`config.mk`:
```
export PLATFORM = sky130hd
export DESIGN_NAME = watch_table_add_modify_delete_flat
export DESIGN_NICKNAME = d
export VERILOG_FILES = /design/src/rtl/wt_pkg.sv /design/src/rtl/wt_if.sv /design/src/rtl/wt_cell.sv /design/src/rtl/watch_table_add_modify_delete.sv /design/src/flat_wrapper.sv
export SDC_FILE = /design/constraint.sdc
export NUM_CORES = 1
export LEC_CHECK = 0
export ABC_AREA = 1
export BUFFER_PORTS_ARGS = -buffer_cell sky130_fd_sc_hd__buf_2
export CAP_MARGIN = 20
export CORE_UTILIZATION = 40
export CTS_BUF_LIST = sky130_fd_sc_hd__clkbuf_2
export DETAILED_ROUTE_END_ITERATION = 8
export RECOVER_POWER = 100
export REMOVE_ABC_BUFFERS = 1
export SETUP_SLACK_MARGIN = 0.15
export SLEW_MARGIN = 5
export SYNTH_ARGS = -nofsm -noshare
export SYNTH_HDL_FRONTEND = slang
export SYNTH_SLANG_ARGS = --single-unit
```
`constraint.sdc`:
```
create_clock -name clk_i -period 3.3 [get_ports clk_i]
set_clock_uncertainty 0.15 [all_clocks]
set_input_delay 0.33 -clock clk_i [delete_from_list [all_inputs] [get_ports clk_i]]
set_output_delay 0.33 -clock clk_i [all_outputs]
set_load 0.05 [all_outputs]
```
`src/rtl/wt_pkg.sv`:
```
package wt_pkg;

  localparam int unsigned WATCH_SLOTS = 16;
  localparam int unsigned SLOT_W      = (WATCH_SLOTS > 1) ? $clog2(WATCH_SLOTS) : 1;
  localparam int unsigned FD_W        = 16;
  localparam int unsigned MASK_W      = 16;
  localparam int unsigned IDX_OUT_W   = 4;

  typedef enum logic [1:0] {
    OP_ADD     = 2'd0,
    OP_MOD     = 2'd1,
    OP_DEL     = 2'd2,
    OP_UNKNOWN = 2'd3
  } op_e;

  typedef enum logic [1:0] {
    ST_OK      = 2'd0,
    ST_INVALID = 2'd1,
    ST_NOSPACE = 2'd2
  } status_e;

  // search token walking down the cell row
  typedef struct packed {
    logic              vld;
    logic [FD_W-1:0]   key;
    logic              hit;
    logic [SLOT_W-1:0] hit_idx;
    logic              free;
    logic [SLOT_W-1:0] free_idx;
  } tok_t;

  // table update broadcast to all cells
  typedef struct packed {
    logic              en;
    op_e               kind;
    logic [SLOT_W-1:0] idx;
    logic [FD_W-1:0]   key;
    logic [MASK_W-1:0] mask;
  } cmt_t;

  function automatic logic [IDX_OUT_W-1:0] slot_field(input logic [SLOT_W-1:0] idx);
    logic [SLOT_W+IDX_OUT_W-1:0] wide;
    wide = {{IDX_OUT_W{1'b0}}, idx};
    return wide[IDX_OUT_W-1:0];
  endfunction

endpackage

```
`src/rtl/wt_if.sv`:
```
interface wt_req_if;
  logic                            valid;
  logic                            ready;
  logic [1:0]                      req_type;
  logic signed [wt_pkg::FD_W-1:0]  target_fd;
  logic [wt_pkg::MASK_W-1:0]       event_mask;

  modport source (output valid, req_type, target_fd, event_mask, input ready);
  modport sink   (input valid, req_type, target_fd, event_mask, output ready);
endinterface

interface wt_rsp_if;
  logic                             valid;
  logic                             ready;
  logic [1:0]                       status;
  logic [wt_pkg::IDX_OUT_W-1:0]     slot_index;

  modport source (output valid, status, slot_index, input ready);
  modport sink   (input valid, status, slot_index, output ready);
endinterface

```
`src/rtl/wt_cell.sv`:
```
module wt_cell (
  input  logic                       clk_i,
  input  logic                       rst_ni,
  input  logic [wt_pkg::SLOT_W-1:0]  idx_i,
  input  wt_pkg::tok_t               tok_i,
  input  wt_pkg::cmt_t               cmt_i,
  output wt_pkg::tok_t               tok_o
);
  import wt_pkg::*;

  logic              used_q;
  logic [FD_W-1:0]   key_q;
  logic [MASK_W-1:0] mask_q;
  tok_t              tok_d, tok_q;
  logic              sel;

  assign sel = cmt_i.en && (cmt_i.idx == idx_i);

  // first free slot and first matching slot win, later cells pass them on
  always_comb begin
    tok_d = tok_i;
    if (tok_i.vld) begin
      if (!used_q) begin
        if (!tok_i.free) begin
          tok_d.free     = 1'b1;
          tok_d.free_idx = idx_i;
        end
      end else if (!tok_i.hit && (key_q == tok_i.key)) begin
        tok_d.hit     = 1'b1;
        tok_d.hit_idx = idx_i;
      end
    end
  end

  always_ff @(posedge clk_i or negedge rst_ni) begin
    if (!rst_ni) begin
      used_q <= 1'b0;
      tok_q  <= '0;
    end else begin
      tok_q <= tok_d;
      if (sel) begin
        case (cmt_i.kind)
          OP_ADD:  used_q <= 1'b1;
          OP_DEL:  used_q <= 1'b0;
          default: used_q <= used_q;
        endcase
      end
    end
  end

  // contents are only looked at under the valid bit
  always_ff @(posedge clk_i) begin
    if (sel && (cmt_i.kind == OP_ADD)) begin
      key_q  <= cmt_i.key;
      mask_q <= cmt_i.mask;
    end else if (sel && (cmt_i.kind == OP_MOD)) begin
      mask_q <= cmt_i.mask;
    end
  end

  assign tok_o = tok_q;

endmodule

```
`src/rtl/watch_table_add_modify_delete.sv`:
```
// one request at a time: a new request is taken only in the idle state
// the search token steps through the row of slot cells one cell per cycle
// the response register lets the next request in while a response beat waits
// reset clears all slot valid bits and control state; keys and masks in the slot cells are not cleared
module watch_table_add_modify_delete (
  input  logic     clk_i,
  input  logic     rst_ni,
  wt_req_if.sink   req_i,
  wt_rsp_if.source rsp_o
);
  import wt_pkg::*;

  typedef enum logic [1:0] {
    S_IDLE,
    S_WALK,
    S_DECIDE
  } state_e;

  state_e              state_q;
  op_e                 op_q;
  logic [FD_W-1:0]     fd_q;
  logic [MASK_W-1:0]   mask_q;
  tok_t                done_q;
  tok_t                head_tok;
  tok_t                chain [WATCH_SLOTS+1];
  logic [WATCH_SLOTS-1:0] tok_vld;
  cmt_t                cmt;
  logic                accept;
  logic                out_free;
  status_e             res_status;
  logic [SLOT_W-1:0]   res_slot;
  logic                rsp_valid_q;
  status_e             rsp_status_q;
  logic [IDX_OUT_W-1:0] rsp_slot_q;

  assign req_i.ready = (state_q == S_IDLE);
  assign accept      = req_i.valid && req_i.ready;
  assign out_free    = !rsp_valid_q || rsp_o.ready;

  always_comb begin
    head_tok     = '0;
    head_tok.vld = accept;
    head_tok.key = req_i.target_fd;
  end

  assign chain[0] = head_tok;

  for (genvar g = 0; g < WATCH_SLOTS; g++) begin : g_cell
    wt_cell u_cell (
      .clk_i  (clk_i),
      .rst_ni (rst_ni),
      .idx_i  (SLOT_W'(g)),
      .tok_i  (chain[g]),
      .cmt_i  (cmt),
      .tok_o  (chain[g+1])
    );
    assign tok_vld[g] = chain[g+1].vld;
  end

  // outcome of the finished search
  always_comb begin
    res_status = ST_INVALID;
    res_slot   = '0;
    cmt        = '0;
    cmt.kind   = op_q;
    cmt.key    = fd_q;
    cmt.mask   = mask_q;
    if (!fd_q[FD_W-1]) begin
      case (op_q) inside
        OP_ADD: begin
          if (done_q.hit) begin
            res_status = ST_INVALID;
          end else if (!done_q.free) begin
            res_status = ST_NOSPACE;
          end else begin
            res_status = ST_OK;
            res_slot   = done_q.free_idx;
          end
        end
        OP_MOD, OP_DEL: begin
          if (done_q.hit) begin
            res_status = ST_OK;
            res_slot   = done_q.hit_idx;
          end
        end
        default: res_status = ST_INVALID;
      endcase
    end
    cmt.idx = res_slot;
    cmt.en  = (state_q == S_DECIDE) && out_free && (res_status == ST_OK);
  end

  always_ff @(posedge clk_i or negedge rst_ni) begin
    if (!rst_ni) begin
      state_q      <= S_IDLE;
      op_q         <= OP_ADD;
      fd_q         <= '0;
      mask_q       <= '0;
      done_q       <= '0;
      rsp_valid_q  <= 1'b0;
      rsp_status_q <= ST_OK;
      rsp_slot_q   <= '0;
    end else begin
      // a beat taken this cycle is dropped unless a new one is loaded
      if (rsp_o.ready && !((state_q == S_DECIDE) && out_free)) begin
        rsp_valid_q <= 1'b0;
      end
      unique case (state_q)
        S_IDLE: begin
          if (accept) begin
            op_q    <= op_e'(req_i.req_type);
            fd_q    <= req_i.target_fd;
            mask_q  <= req_i.event_mask;
            state_q <= S_WALK;
          end
        end
        S_WALK: begin
          if (chain[WATCH_SLOTS].vld) begin
            done_q  <= chain[WATCH_SLOTS];
            state_q <= S_DECIDE;
          end
        end
        S_DECIDE: begin
          if (out_free) begin
            rsp_valid_q  <= 1'b1;
            rsp_status_q <= res_status;
            rsp_slot_q   <= slot_field(res_slot);
            state_q      <= S_IDLE;
          end
        end
        default: state_q <= S_IDLE;
      endcase
    end
  end

  assign rsp_o.valid      = rsp_valid_q;
  assign rsp_o.status     = rsp_status_q;
  assign rsp_o.slot_index = rsp_slot_q;

  a_one_token: assert property (@(posedge clk_i) disable iff (!rst_ni)
    $onehot0(tok_vld))
    else $error("more than one search token in the cell row");

  a_tail_in_walk: assert property (@(posedge clk_i) disable iff (!rst_ni)
    chain[WATCH_SLOTS].vld |-> (state_q == S_WALK))
    else $error("search token left the row outside the walk state");

  a_rsp_from_decide: assert property (@(posedge clk_i) disable iff (!rst_ni)
    (rsp_valid_q && !$past(rsp_valid_q && !rsp_o.ready)) |-> $past(state_q == S_DECIDE))
    else $error("response loaded without a finished search");

  a_fail_slot_zero: assert property (@(posedge clk_i) disable iff (!rst_ni)
    (rsp_valid_q && (rsp_status_q != ST_OK)) |-> (rsp_slot_q == '0))
    else $error("failed response carries a slot number");

  a_commit_idle_next: assert property (@(posedge clk_i) disable iff (!rst_ni)
    cmt.en |=> (state_q == S_IDLE) && rsp_valid_q)
    else $error("table update without a response");

endmodule
```
`src/flat_wrapper.sv`:
```
// flat-port wrapper written by rule: the top's interface ports become plain ports
module watch_table_add_modify_delete_flat import wt_pkg::*;
  (clk_i, rst_ni, req_i_valid, req_i_req_type, req_i_target_fd, req_i_event_mask, req_i_ready, rsp_o_valid, rsp_o_status, rsp_o_slot_index, rsp_o_ready);
  wt_req_if req_i_i ();
  wt_rsp_if rsp_o_i ();
  input  logic clk_i;
  input  logic rst_ni;
  input wire logic [$bits(req_i_i.valid)-1:0] req_i_valid;
  input wire logic [$bits(req_i_i.req_type)-1:0] req_i_req_type;
  input wire logic [$bits(req_i_i.target_fd)-1:0] req_i_target_fd;
  input wire logic [$bits(req_i_i.event_mask)-1:0] req_i_event_mask;
  output wire logic [$bits(req_i_i.ready)-1:0] req_i_ready;
  output wire logic [$bits(rsp_o_i.valid)-1:0] rsp_o_valid;
  output wire logic [$bits(rsp_o_i.status)-1:0] rsp_o_status;
  output wire logic [$bits(rsp_o_i.slot_index)-1:0] rsp_o_slot_index;
  input wire logic [$bits(rsp_o_i.ready)-1:0] rsp_o_ready;
  assign req_i_i.valid = req_i_valid;
  assign req_i_i.req_type = req_i_req_type;
  assign req_i_i.target_fd = req_i_target_fd;
  assign req_i_i.event_mask = req_i_event_mask;
  assign req_i_ready = req_i_i.ready;
  assign rsp_o_valid = rsp_o_i.valid;
  assign rsp_o_status = rsp_o_i.status;
  assign rsp_o_slot_index = rsp_o_i.slot_index;
  assign rsp_o_i.ready = rsp_o_ready;
  watch_table_add_modify_delete u_core (.clk_i(clk_i), .rst_ni(rst_ni), .req_i(req_i_i), .rsp_o(rsp_o_i));
endmodule
```
=== After elaboration in Yosys (flattened, before gate mapping) ===
Cells that the tools add are included.

* Register bits: 725
* Output and inout port bits: 8
* Logic and storage cells: 369

* Eq/ne operators: 38
* Mux-type cells: 99
* Reduce and logical (&&, ||, !) cells: 95

{| class="wikitable"
|+ Operators with widths
! kind !! number
|-
| equality test 16 bit || 16
|-
| two-way mux 5 bit || 48
|-
| two-way mux 10 bit || 16
|-
| two-way mux 4 bit || 21
|-
| logical AND 1 bit || 51
|-
| AND reduction 2 bit || 19
|-
| equality test 4 bit (second input constant) || 8
|-
| zero test 1 bit || 17
|-
| equality test 4 x 3 -> 1 bit (second input constant) || 4
|-
| two-way mux 2 bit || 8
|-
| equality test 4 x 2 -> 1 bit (second input constant) || 2
|-
| zero test 2 bit || 3
|-
| one-hot mux 2 bit (3 select lines) || 1
|-
| equality test 2 x 1 -> 1 bit (second input constant) || 2
|-
| equality test 2 bit (second input constant) || 2
|-
| equality test 4 x 1 -> 1 bit (second input constant) || 1
|-
| zero test 4 bit || 1
|-
| two-way mux 1 bit || 4
|-
| inequality test 2 bit (second input constant) || 2
|-
| AND reduction 3 bit || 1
|-
| inequality test 2 x 1 -> 1 bit (second input constant) || 1
|-
| one-hot mux 1 bit (2 select lines) || 1
|-
| nonzero test 2 bit || 1
|-
| OR reduction 2 bit || 1
|-
| logical OR 1 bit || 1
|}

=== Depth between registers and ports, before layout ===
Gate-level depths: netlist of run 1.

* Depth in word-level cells: 9
* Mapped depth: 11

=== Hierarchy ===
From an unflattened synthesis of run 1, not the netlist that was laid out.

* Cell total of the unflattened synthesis: 2996
* Area total of the unflattened synthesis: 30450.5 um2

{| class="wikitable"
|+ Modules (own cells, without submodules)
! module !! times used !! area each (um2) !! cells each !! sequential area each (um2)
|-
| wt_cell || 16 || 1765.4 || 171 || 1181.1
|-
| watch_table_add_modify_delete || 1 || 2203.4 || 260 || 1326.3
|}

=== Worst setup path before layout of run 1 ===
Ideal clock, no wire load.

* Path type: reg2reg
* From: reg u_core.op_q[0]
* To: reg u_core.g_cell[0].u_cell.key_q[0] (enable)
* Path buffers: 0
* Arrival time: 2.380 ns
* Period minus slack after synthesis: 2.940 ns
* Slack: 0.360 ns
* Library setup time: 0.409 ns
* Cell stages (with the launch flop): 9
* Required time: 2.741 ns
* Cells stage by stage: dfrtp_1 inv_1 ha_1 inv_2 nand2_1 nand2_2 nor2_8 nand3_2 nor3_1

* Word-level cells in the longest chain between the ends: 9

{| class="wikitable"
|+ Ends and longest elaborated chain
! element !! RTL line !! RTL
|-
| start, declared || watch_table_add_modify_delete.sv:20 || <nowiki>op_e op_q;</nowiki>
|-
| start signal, assigned || watch_table_add_modify_delete.sv:111 || <nowiki>op_q <= op_e'(req_i.req_type);</nowiki>
|-
| equality test 2 bit (no source line) or equality test 2 x 1 -> 1 bit (tied branches) || n/a ||
|-
| OR reduction 2 bit || watch_table_add_modify_delete.sv:69 || <nowiki>case (op_q) inside</nowiki>
|-
| two-way mux 2 bit (2 in a row) || watch_table_add_modify_delete.sv:69 ||
|-
| two-way mux 2 bit || watch_table_add_modify_delete.sv:68 || <nowiki>if (!fd_q[FD_W-1]) begin</nowiki>
|-
| zero test 2 bit || watch_table_add_modify_delete.sv:90 || <nowiki>cmt.en = (state_q == S_DECIDE) && out_free && (res_status == ST_OK);</nowiki>
|-
| logical AND 1 bit || watch_table_add_modify_delete.sv:90 ||
|-
| logical AND 1 bit || wt_cell.sv:17 || <nowiki>assign sel = cmt_i.en && (cmt_i.idx == idx_i);</nowiki>
|-
| logical AND 1 bit (*) || wt_cell.sv:53 || <nowiki>if (sel && (cmt_i.kind == OP_ADD)) begin</nowiki>
|-
| end signal, assigned || wt_cell.sv:54 || <nowiki>key_q <= cmt_i.key;</nowiki>
|-
| end, declared || wt_cell.sv:12 || <nowiki>logic [FD_W-1:0] key_q;</nowiki>
|}

Mark *: on every way between the ends. The rest lies on a longest branch, timed or not.
A chain may end at the register's enable or synchronous reset.

=== Worst setup path after layout of run 1 ===
* From: reg u_core.op_q[0]
* To: reg u_core.g_cell[13].u_cell.key_q[10] (enable)

* Word-level cells in the longest chain between the ends: 9

{| class="wikitable"
|+ Ends and longest elaborated chain
! element !! RTL line
|-
| equality test 2 bit (no source line) or equality test 2 x 1 -> 1 bit (tied branches) || n/a
|-
| OR reduction 2 bit || watch_table_add_modify_delete.sv:69
|-
| two-way mux 2 bit (2 in a row) || watch_table_add_modify_delete.sv:69
|-
| two-way mux 2 bit || watch_table_add_modify_delete.sv:68
|-
| zero test 2 bit || watch_table_add_modify_delete.sv:90
|-
| logical AND 1 bit || watch_table_add_modify_delete.sv:90
|-
| logical AND 1 bit || wt_cell.sv:17
|-
| logical AND 1 bit (*) || wt_cell.sv:53
|-
| end signal, assigned || wt_cell.sv:54
|-
| end, declared || wt_cell.sv:12
|}

Marked as above.

==> metrics.md, run 1 <==
| Metric | Value |
|---|---|
| Primary flip-flop cell chosen by synthesis mapping | `sky130_fd_sc_hd__dfrtp_1` |
| H-tree depth | `4` |
| Port Buf Inserts | `29` |
| Number of nets with antenna violations after detailed routing | `0` |
| Clk_lat worst skew | `1.35 ns` |
| Synthesis warning total | `0` |
| Hold slack final | `0.1755 ns` |
| Number of CTS-inserted buffers | `169` |
| Clk buf depth | `3` |
| Total wirelength of the detailed-routed design | `52120 µm` |
| Transition at the pin with the smallest max-transition slack | `1.351 ns` |
| CP arrival | `3.81 ns` |
| Final layout net count | `2451` |
| Met3 Track Usage GR | `0.03803` |
| Number of antenna violations at the first check in global routing | `2` |
| Internal power consumption | `0.01324 W` |
| Highest fanout seen on the critical path | `18` |
| Area of the core | `62050 µm²` |
| Run status | `complete, no violations` |
| RSZ-0062 raised after global routing | `no` |
| Total I/O pin count | `46` |
| Ranking of synthesized cells by area | `sky130_fd_sc_hd__dfrtp_1 44%, sky130_fd_sc_hd__edfxtp_1 30%, sky130_fd_sc_hd__nand2_1 6.7%` |
| Fin crit share | `0.9128` |
| Vias in the first global route | `15997` |
| Final setup violating endpoints | `0` |
| Initial core utilization | `0.4070` |
| HPWL after DPL | `35190 µm` |
| Global routing usage summed across all routing layers | `0.1725` |
| Clock root buffer master | `sky130_fd_sc_hd__clkbuf_2` |
| Chip height | `253.3 µm` |
| Total number of vias | `15129` |
| Fraction of power consumed by combinational cells | `0.106` |
| Combined area of all synthesized cells | `25250 µm²` |
| Post-synthesis cell type count | `39` |
| Initial DRC count | `833` |
| Max cap viols | `0` |
| Die Area | `64140 µm²` |
| Pre-CTS WS | `0.3715 ns` |
| Total power density per cell area | `664.1 nW/µm²` |
| Total number of clock tree sinks | `695` |
| Area share of the largest cell type after synthesis | `0.4350` |
| Register bit count reported by yosys | `695` |
| Portion of total power attributed to sequential cells | `0.587` |
| Number of filler cells placed in the layout | `5708` |
| Post-Syn Instances | `2137` |
| Post-route DRC | `0` |
| Accumulated negative setup slack | `0 ns` |
| Clock share of power | `0.307` |
| Synthesized area per cell | `11.82 µm²` |
| Number of cells on the worst hold path | `3` |
| Top Usage Layer GRT | `met2` |
| # Post-CTS Setup Buffers | `0` |
| Async set-reset flop share out of synthesis | `0.6317` |
| Synthesis-to-layout area growth | `14.03%` |
| GP Congestion | `0.8891` |
| Via density | `4.458` |
| PnR worst setup slack | `0.2878 ns` |
| Critical path endpoint category | `flip-flop` |
| Number of flops mapped to enable cells by yosys | `256` |
| Leading cell type in the layout, fill and taps excluded | `sky130_fd_sc_hd__nand2_1` |
| TritonCTS clock tree | `yes` |
| Final hold violation count | `0` |
| Global Route met2 Usage | `0.2996` |
| Req. time, crit path | `4.09 ns` |
| F_max | `0.3320 GHz` |
| Share of total power consumed by net switching | `0.3078` |
| Portion of the post-synthesis area used by sequential elements | `0.7394` |
| Post-cts sizing count | `0` |
| Global routing usage on met1 | `0.1980` |
| Detailed-route wire length per cell | `15.36 µm` |
| Class of the most critical setup path | `flip-flop to flip-flop` |
| Highest-count cells in the layout ignoring fill and taps | `455 x sky130_fd_sc_hd__nand2_1, 439 x sky130_fd_sc_hd__dfrtp_1, 368 x sky130_fd_sc_hd__inv_1` |
| Leakage | `13.52 nW` |
| Most area-hungry cell type in the Yosys netlist | `sky130_fd_sc_hd__dfrtp_1` |
| Global-route wire length before repair | `83090 µm` |
| Worst IR drop on VDD | `0.5189 mV` |
| Clock edge transition at the registers on the reported setup and hold paths | `0.11 ns` |
| Normalized max-slew margin | `0.09911` |
| Die outline width | `253.3 µm` |
| Worst Setup Start Kind | `flip-flop` |
| Switch Pwr | `0.005885 W` |
| Type of the tightest min-delay check | `input pin to flip-flop` |
| R2r worst-path depth | `10` |
| Final Critical Period | `3.012 ns` |
| GRT Residual Overflow | `0` |
| Maximum number of pins on one net before global-route repair | `80` |
| Row count | `91` |
| First-pass iteration count of the detailed router | `6` |
| Ratio of cells with drive above 1 in the final layout | `0.1413` |
| Final max-slew violation count | `0` |
critical path: stages, from the launching register on:
cell and delay (ns):
sky130_fd_sc_hd__dfrtp_1 0.37, sky130_fd_sc_hd__inv_1 0.09, sky130_fd_sc_hd__ha_1 0.31, sky130_fd_sc_hd__buf_4 0.28
sky130_fd_sc_hd__inv_1 0.11, sky130_fd_sc_hd__nand2_1 0.12, sky130_fd_sc_hd__nand2_2 0.15, sky130_fd_sc_hd__nor2_8 0.25
sky130_fd_sc_hd__nand3_2 0.21, sky130_fd_sc_hd__nor3_2 0.18, sky130_fd_sc_hd__clkbuf_2 0.41
cells in the mapped netlist, drive strengths merged (2+ instances only):
| master | instances |
|---|---|
| nor2 | 216 |
| nand3b | 8 |
| nand2 | 460 |
| a21oi | 8 |
| clkbuf | 6 |
| buf | 7 |
| edfxtp | 256 |
| a211oi | 3 |
| inv | 372 |
| o21bai | 4 |
| nand3 | 66 |
| xnor2 | 57 |
| o211ai | 3 |
| o22ai | 14 |
| nand4 | 42 |
| xor2 | 35 |
| o21ai | 83 |
| ha | 2 |
| dfrtp | 439 |
| or2 | 12 |
| a22o | 2 |
| mux2 | 9 |
| nor3 | 27 |
path summary, 6_finish.rpt:
path	from	to	slack (ns)
max	u_core.op_q[0]	u_core.g_cell[13].u_cell.key_q[10]	0.29
min	req_i_target_fd[14]	u_core.g_cell[0].u_cell.tok_o[24]	0.18
max reg2reg	u_core.op_q[0]	u_core.g_cell[13].u_cell.key_q[10]	0.29
min reg2reg	u_core.g_cell[10].u_cell.tok_o[17]	u_core.g_cell[11].u_cell.tok_o[17]	0.18
max in group asynchronous	rst_ni	u_core.g_cell[9].u_cell.tok_o[17]	0.46
min in group asynchronous	rst_ni	u_core.g_cell[12].u_cell.tok_o[15]	0.78
power groups by stage:
| stage | sequential, W | clock (W) | combinational [W] |
|---|---|---|---|
| 2_1_floorplan | 0.0109 | 0 | 0.00125 |
| 3_3_place_gp | 0.0114 | 0 | 0.00199 |
| 3_5_place_dp | 0.0114 | 0 | 0.00203 |
| 4_1_cts | 0.0113 | 0.00608 | 0.00211 |
| 5_1_grt | 0.0114 | 0.00655 | 0.00228 |
| 6_report | 0.0112 | 0.00586 | 0.00203 |
flip-flops by register name (all words and copies together) (netlist names):
name	count
u_core.g_cell.u_cell.key_q	256
u_core.state_q	2
u_core.op_q	2
u_core.rsp_o.status	2
u_core.fd_q	16
u_core.g_cell.u_cell.tok_o	386
u_core.g_cell.u_cell.used_q	16
u_core.done_q	10
u_core.rsp_o.valid	1
u_core.rsp_o.slot_index	4
metal layers:
metal  routed length [µm]  up-vias
met5                    0        -
met4                 1703        0
met3                 1927      106
met2                26690      294
met1                21800     7318
li1                     -     7411
timing repair:
action                                  4_1_cts  5_1_grt
endpoints found under the setup margin        0        4
hold buffers                                 59        0
endpoints found under the hold margin       623        0
layout make-up:
class | instances | area (µm²) | area share
Clock inverter | 50 | 367.9 | 0.01277
Tap cell | 837 | 1047 | 0.03637
Multi-Input combinational cell | 1057 | 5109 | 0.1774
Inverter | 373 | 1400 | 0.04862
Antenna cell | 10 | 25.02 | 0.0008690
Sequential cell | 695 | 18670 | 0.6485
Timing Repair Buffer | 115 | 887.1 | 0.03081
Clock buffer | 257 | 1286 | 0.04467
through the flow:
stage | util | instance area (µm²) | total power (W) | instances
CTS | 0.4666 | 28950 | 0.01945 | 3383
global placement | 0.4301 | 26690 | 0.01340 | 3017
floorplan | - | 25170 | 0.01214 | 2124
global route | 0.4640 | 28790 | 0.02018 | 3392
detailed placement | 0.4301 | 26690 | 0.01347 | 3017
finish | 0.4640 | 28800 | 0.01912 | 3394
cell families after synthesis:
family                   after synthesis  synth area share
multiplexers                           9          0.004013
AND/OR/NAND/NOR                      832            0.1386
XOR/XNOR                              92           0.03191
adder cells (fa/ha/maj)                2         0.0009908
buffers and inverters                386           0.05856
AO/OA/AOI/OAI                        121           0.02651
flip-flops                           695            0.7394
Power figures use the tool's default switching activity.
==> inputs of run 2 (changes only) <==
Settings changed: RECOVER_POWER 100 to unset.
==> run 2 against run 1 <==
Compared with the run above:
- clock power about the same
- fmax rose by 0.32%
- utilization rose by 0.30 points
- critical endpoint is now u_core.g_cell[0].u_cell.key_q[2]
- largest power group unchanged
==> metrics.md, run 2 (synthesized netlist as in run 1, its figures left out) <==
| Metric | Value |
|---|---|
| Initial core utilization | `0.4070 (unchanged)` |
| R2r worst-path depth | `10 (unchanged)` |
| TritonCTS clock tree | `yes` |
| Run status | `complete, no violations` |
| Dominant cell type by count on the critical path | `sky130_fd_sc_hd__buf_4` |
| Number of CTS-inserted buffers | `169 (unchanged)` |
| Vias in the first global route | `15997 (unchanged)` |
| Area of the core | `62050 µm² (unchanged)` |
| Total I/O pin count | `46 (unchanged)` |
| Cells traversed along the worst timing path | `inv_1 -> ha_1 -> buf_4 -> inv_2 -> nand2_1 -> nand2_2 -> nor2_8 -> nand3_2 -> nor3_2 -> buf_4` |
| Ratio of cells with drive above 1 in the final layout | `0.1551 (+0.01374)` |
| Worst Setup Start Kind | `flip-flop` |
| WP depth | `10 (unchanged)` |
| Clock edge transition at the registers on the reported setup and hold paths | `0.11 ns (about the same)` |
| Footprint of the multi-input gates | `5172 µm² (+1.2%)` |
| Post-route DRC | `0 (unchanged)` |
| Final setup violating endpoints | `0 (unchanged)` |
| Req. time, crit path | `4.12 ns (+0.03 ns)` |
| Clk buf depth | `3 (unchanged)` |
| Count of buffer and inverter cells on the critical path | `4 (unchanged)` |
| Clock root buffer master | `sky130_fd_sc_hd__clkbuf_2` |
| Total power density per cell area | `663.1 nW/µm² (-0.14%)` |
| Global-route wire length before repair | `83090 µm (unchanged)` |
| Highest fanout seen on the critical path | `18 (unchanged)` |
| CP arrival | `3.83 ns (+0.02 ns)` |
| HPWL after DPL | `35190 µm (unchanged)` |
| Pre-CTS WS | `0.3715 ns (unchanged)` |
| Final layout net count | `2451 (unchanged)` |
| Normalized max-slew margin | `0.3149 (+0.2158)` |
| Chip height | `253.3 µm (unchanged)` |
| H-tree depth | `4 (unchanged)` |
| Via density | `4.469 (+0.25%)` |
| Final max-slew violation count | `0 (unchanged)` |
| Row count | `91 (unchanged)` |
| Global routing usage summed across all routing layers | `0.1725 (unchanged)` |
| Maximum number of pins on one net before global-route repair | `80 (unchanged)` |
| Detailed-route wire length per cell | `15.37 µm (about the same)` |
| Beginning of the worst hold path | `u_core.g_cell[10].u_cell.tok_o[17]` |
| Worst IR drop on VDD | `0.5180 mV (-0.18%)` |
| Final hold violation count | `0 (unchanged)` |
| Type of the tightest min-delay check | `flip-flop to flip-flop` |
| Number of nets with antenna violations after detailed routing | `0 (unchanged)` |
| Highest-count cells in the layout ignoring fill and taps | `451 x sky130_fd_sc_hd__nand2_1, 439 x sky130_fd_sc_hd__dfrtp_1, 367 x sky130_fd_sc_hd__inv_1` |
| Fin crit share | `0.9098 (-0.002932)` |
| Total number of clock tree sinks | `695 (unchanged)` |
| Clock share of power | `0.305 (-0.002)` |
| Slowest CP cell | `sky130_fd_sc_hd__dfrtp_1` |
| Port Buf Inserts | `29 (unchanged)` |
| Internal power consumption | `0.01329 W (+0.37%)` |
| Portion of total power attributed to sequential cells | `0.584 (-0.003)` |
| # Post-CTS Setup Buffers | `0 (unchanged)` |
| Number of antenna violations at the first check in global routing | `2 (unchanged)` |
| Register area | `18670 µm² (unchanged)` |
| Final Critical Period | `3.003 ns (-0.009675 ns)` |
| End point of the critical path | `u_core.g_cell[0].u_cell.key_q[2]` |
| Leading cell type in the layout, fill and taps excluded | `sky130_fd_sc_hd__nand2_1` |
| RSZ-0062 raised after global routing | `no` |
| GP Congestion | `0.8891 (unchanged)` |
| Clk_lat worst skew | `1.36 ns (about the same)` |
| Total number of vias | `15158 (+0.19%)` |
| Die Area | `64140 µm² (unchanged)` |
| End of the worst register-to-register path | `u_core.g_cell[0].u_cell.key_q[2]` |
| Family with the most delay on the worst path | `simple AND/OR/NAND/NOR gates` |
| Synthesis-to-layout area growth | `14.77%` |
| Post-cts sizing count | `0 (unchanged)` |
| Leakage | `13.61 nW (+0.71%)` |
| Fraction of power consumed by combinational cells | `0.111 (+0.005)` |
| Total wirelength of the detailed-routed design | `52130 µm (about the same)` |
| Initial DRC count | `707 (-15%)` |
| Post-layout total power | `0.01922 W (+0.51%)` |
| Number of filler cells placed in the layout | `5673 (-0.61%)` |
| PnR worst setup slack | `0.2975 ns (+0.009675 ns)` |
| Setup slack of the worst register-to-register path | `0.30 ns (about the same)` |
| Critical path endpoint category | `flip-flop` |
| Class of the most critical setup path | `flip-flop to flip-flop` |
| Switch Pwr | `0.005933 W (+0.82%)` |
| Beginning of the critical path | `u_core.op_q[0]` |
| Share of total power consumed by net switching | `0.3087 (+0.0009521)` |
| F_max | `0.3331 GHz (+0.32%)` |
| Transition at the pin with the smallest max-transition slack | `1.028 ns (-0.3238 ns)` |
| GRT Residual Overflow | `0 (unchanged)` |
| Critical Path Max Stage Delay | `0.37 ns (-0.04 ns)` |
| R2r startpoint | `u_core.op_q[0]` |
| Max cap viols | `0 (unchanged)` |
| First-pass iteration count of the detailed router | `7 (+1)` |
| Number of flip-flops under the largest register name | `386 (unchanged)` |
| Die outline width | `253.3 µm (unchanged)` |
-- run 2: what timing repair did --
item                                    4_1_cts  5_1_grt
hold endpoints to repair                    623        0
endpoints found under the setup margin        0        4
hold buffers                                 59        0
-- run 2: worst min-delay path by stage --
stage	slack, ns	depth (start not counted)	endpoint
CTS	0.02	3	u_core.g_cell[0].u_cell.tok_o[25]
finish	0.18	0	u_core.g_cell[11].u_cell.tok_o[17]
floorplan	-0.12	0	u_core.done_q[0]
global placement	0.21	0	u_core.g_cell[5].u_cell.tok_o[26]
detailed placement	0.21	0	u_core.g_cell[11].u_cell.tok_o[19]
global route	0.05	3	u_core.g_cell[0].u_cell.tok_o[19]
-- run 2: worst reg2reg max path, delay by kind of cell (launching register included) --
| family | cells | cell delay (ns) |
|---|---|---|
| flops | 1 | 0.37 |
| simple gates | 5 | 1.04 |
| fa+ha+maj | 1 | 0.33 |
| buf+inv | 4 | 0.80 |
-- run 2: metrics by stage --
step           TNS (ns)  cell area, µm²    util  std cells  hold slack [ns]
3_5_place_dp          0           26690  0.4301       3017           0.2084
5_1_grt               0           28980  0.4670       3391          0.05296
3_3_place_gp          0           26690  0.4301       3017           0.2086
4_1_cts               0           28950  0.4666       3383          0.02323
2_1_floorplan    -53.77           25170       -       2124          -0.1156
6_report              0           28980  0.4671       3392           0.1799
-- run 2: cell type report --
type	instances	area share
clock inverter	50	0.01269
timing repair buffer	115	0.03505
clock buffer	257	0.04438
multi-input combinational	1057	0.1785
sequential	695	0.6443
antenna	8	0.0006907
inverter	373	0.04831
tap	837	0.03613
-- run 2: routing by layer --
layer	up-vias	track usage	wire, µm
met5	-	0	0
met4	0	0.09333	1771
met3	113	0.03803	1891
met2	287	0.2996	26640
met1	7347	0.1980	21820
li1	7411	-	-
-- run 2: power by group through the flow --
stage               Clock [W]  Sequential, W  Combinational [W]
detailed placement          0         0.0114            0.00203
global route          0.00654         0.0113            0.00237
global placement            0         0.0114            0.00199
CTS                   0.00608         0.0113            0.00211
finish                0.00587         0.0112            0.00213
floorplan                   0         0.0109            0.00125
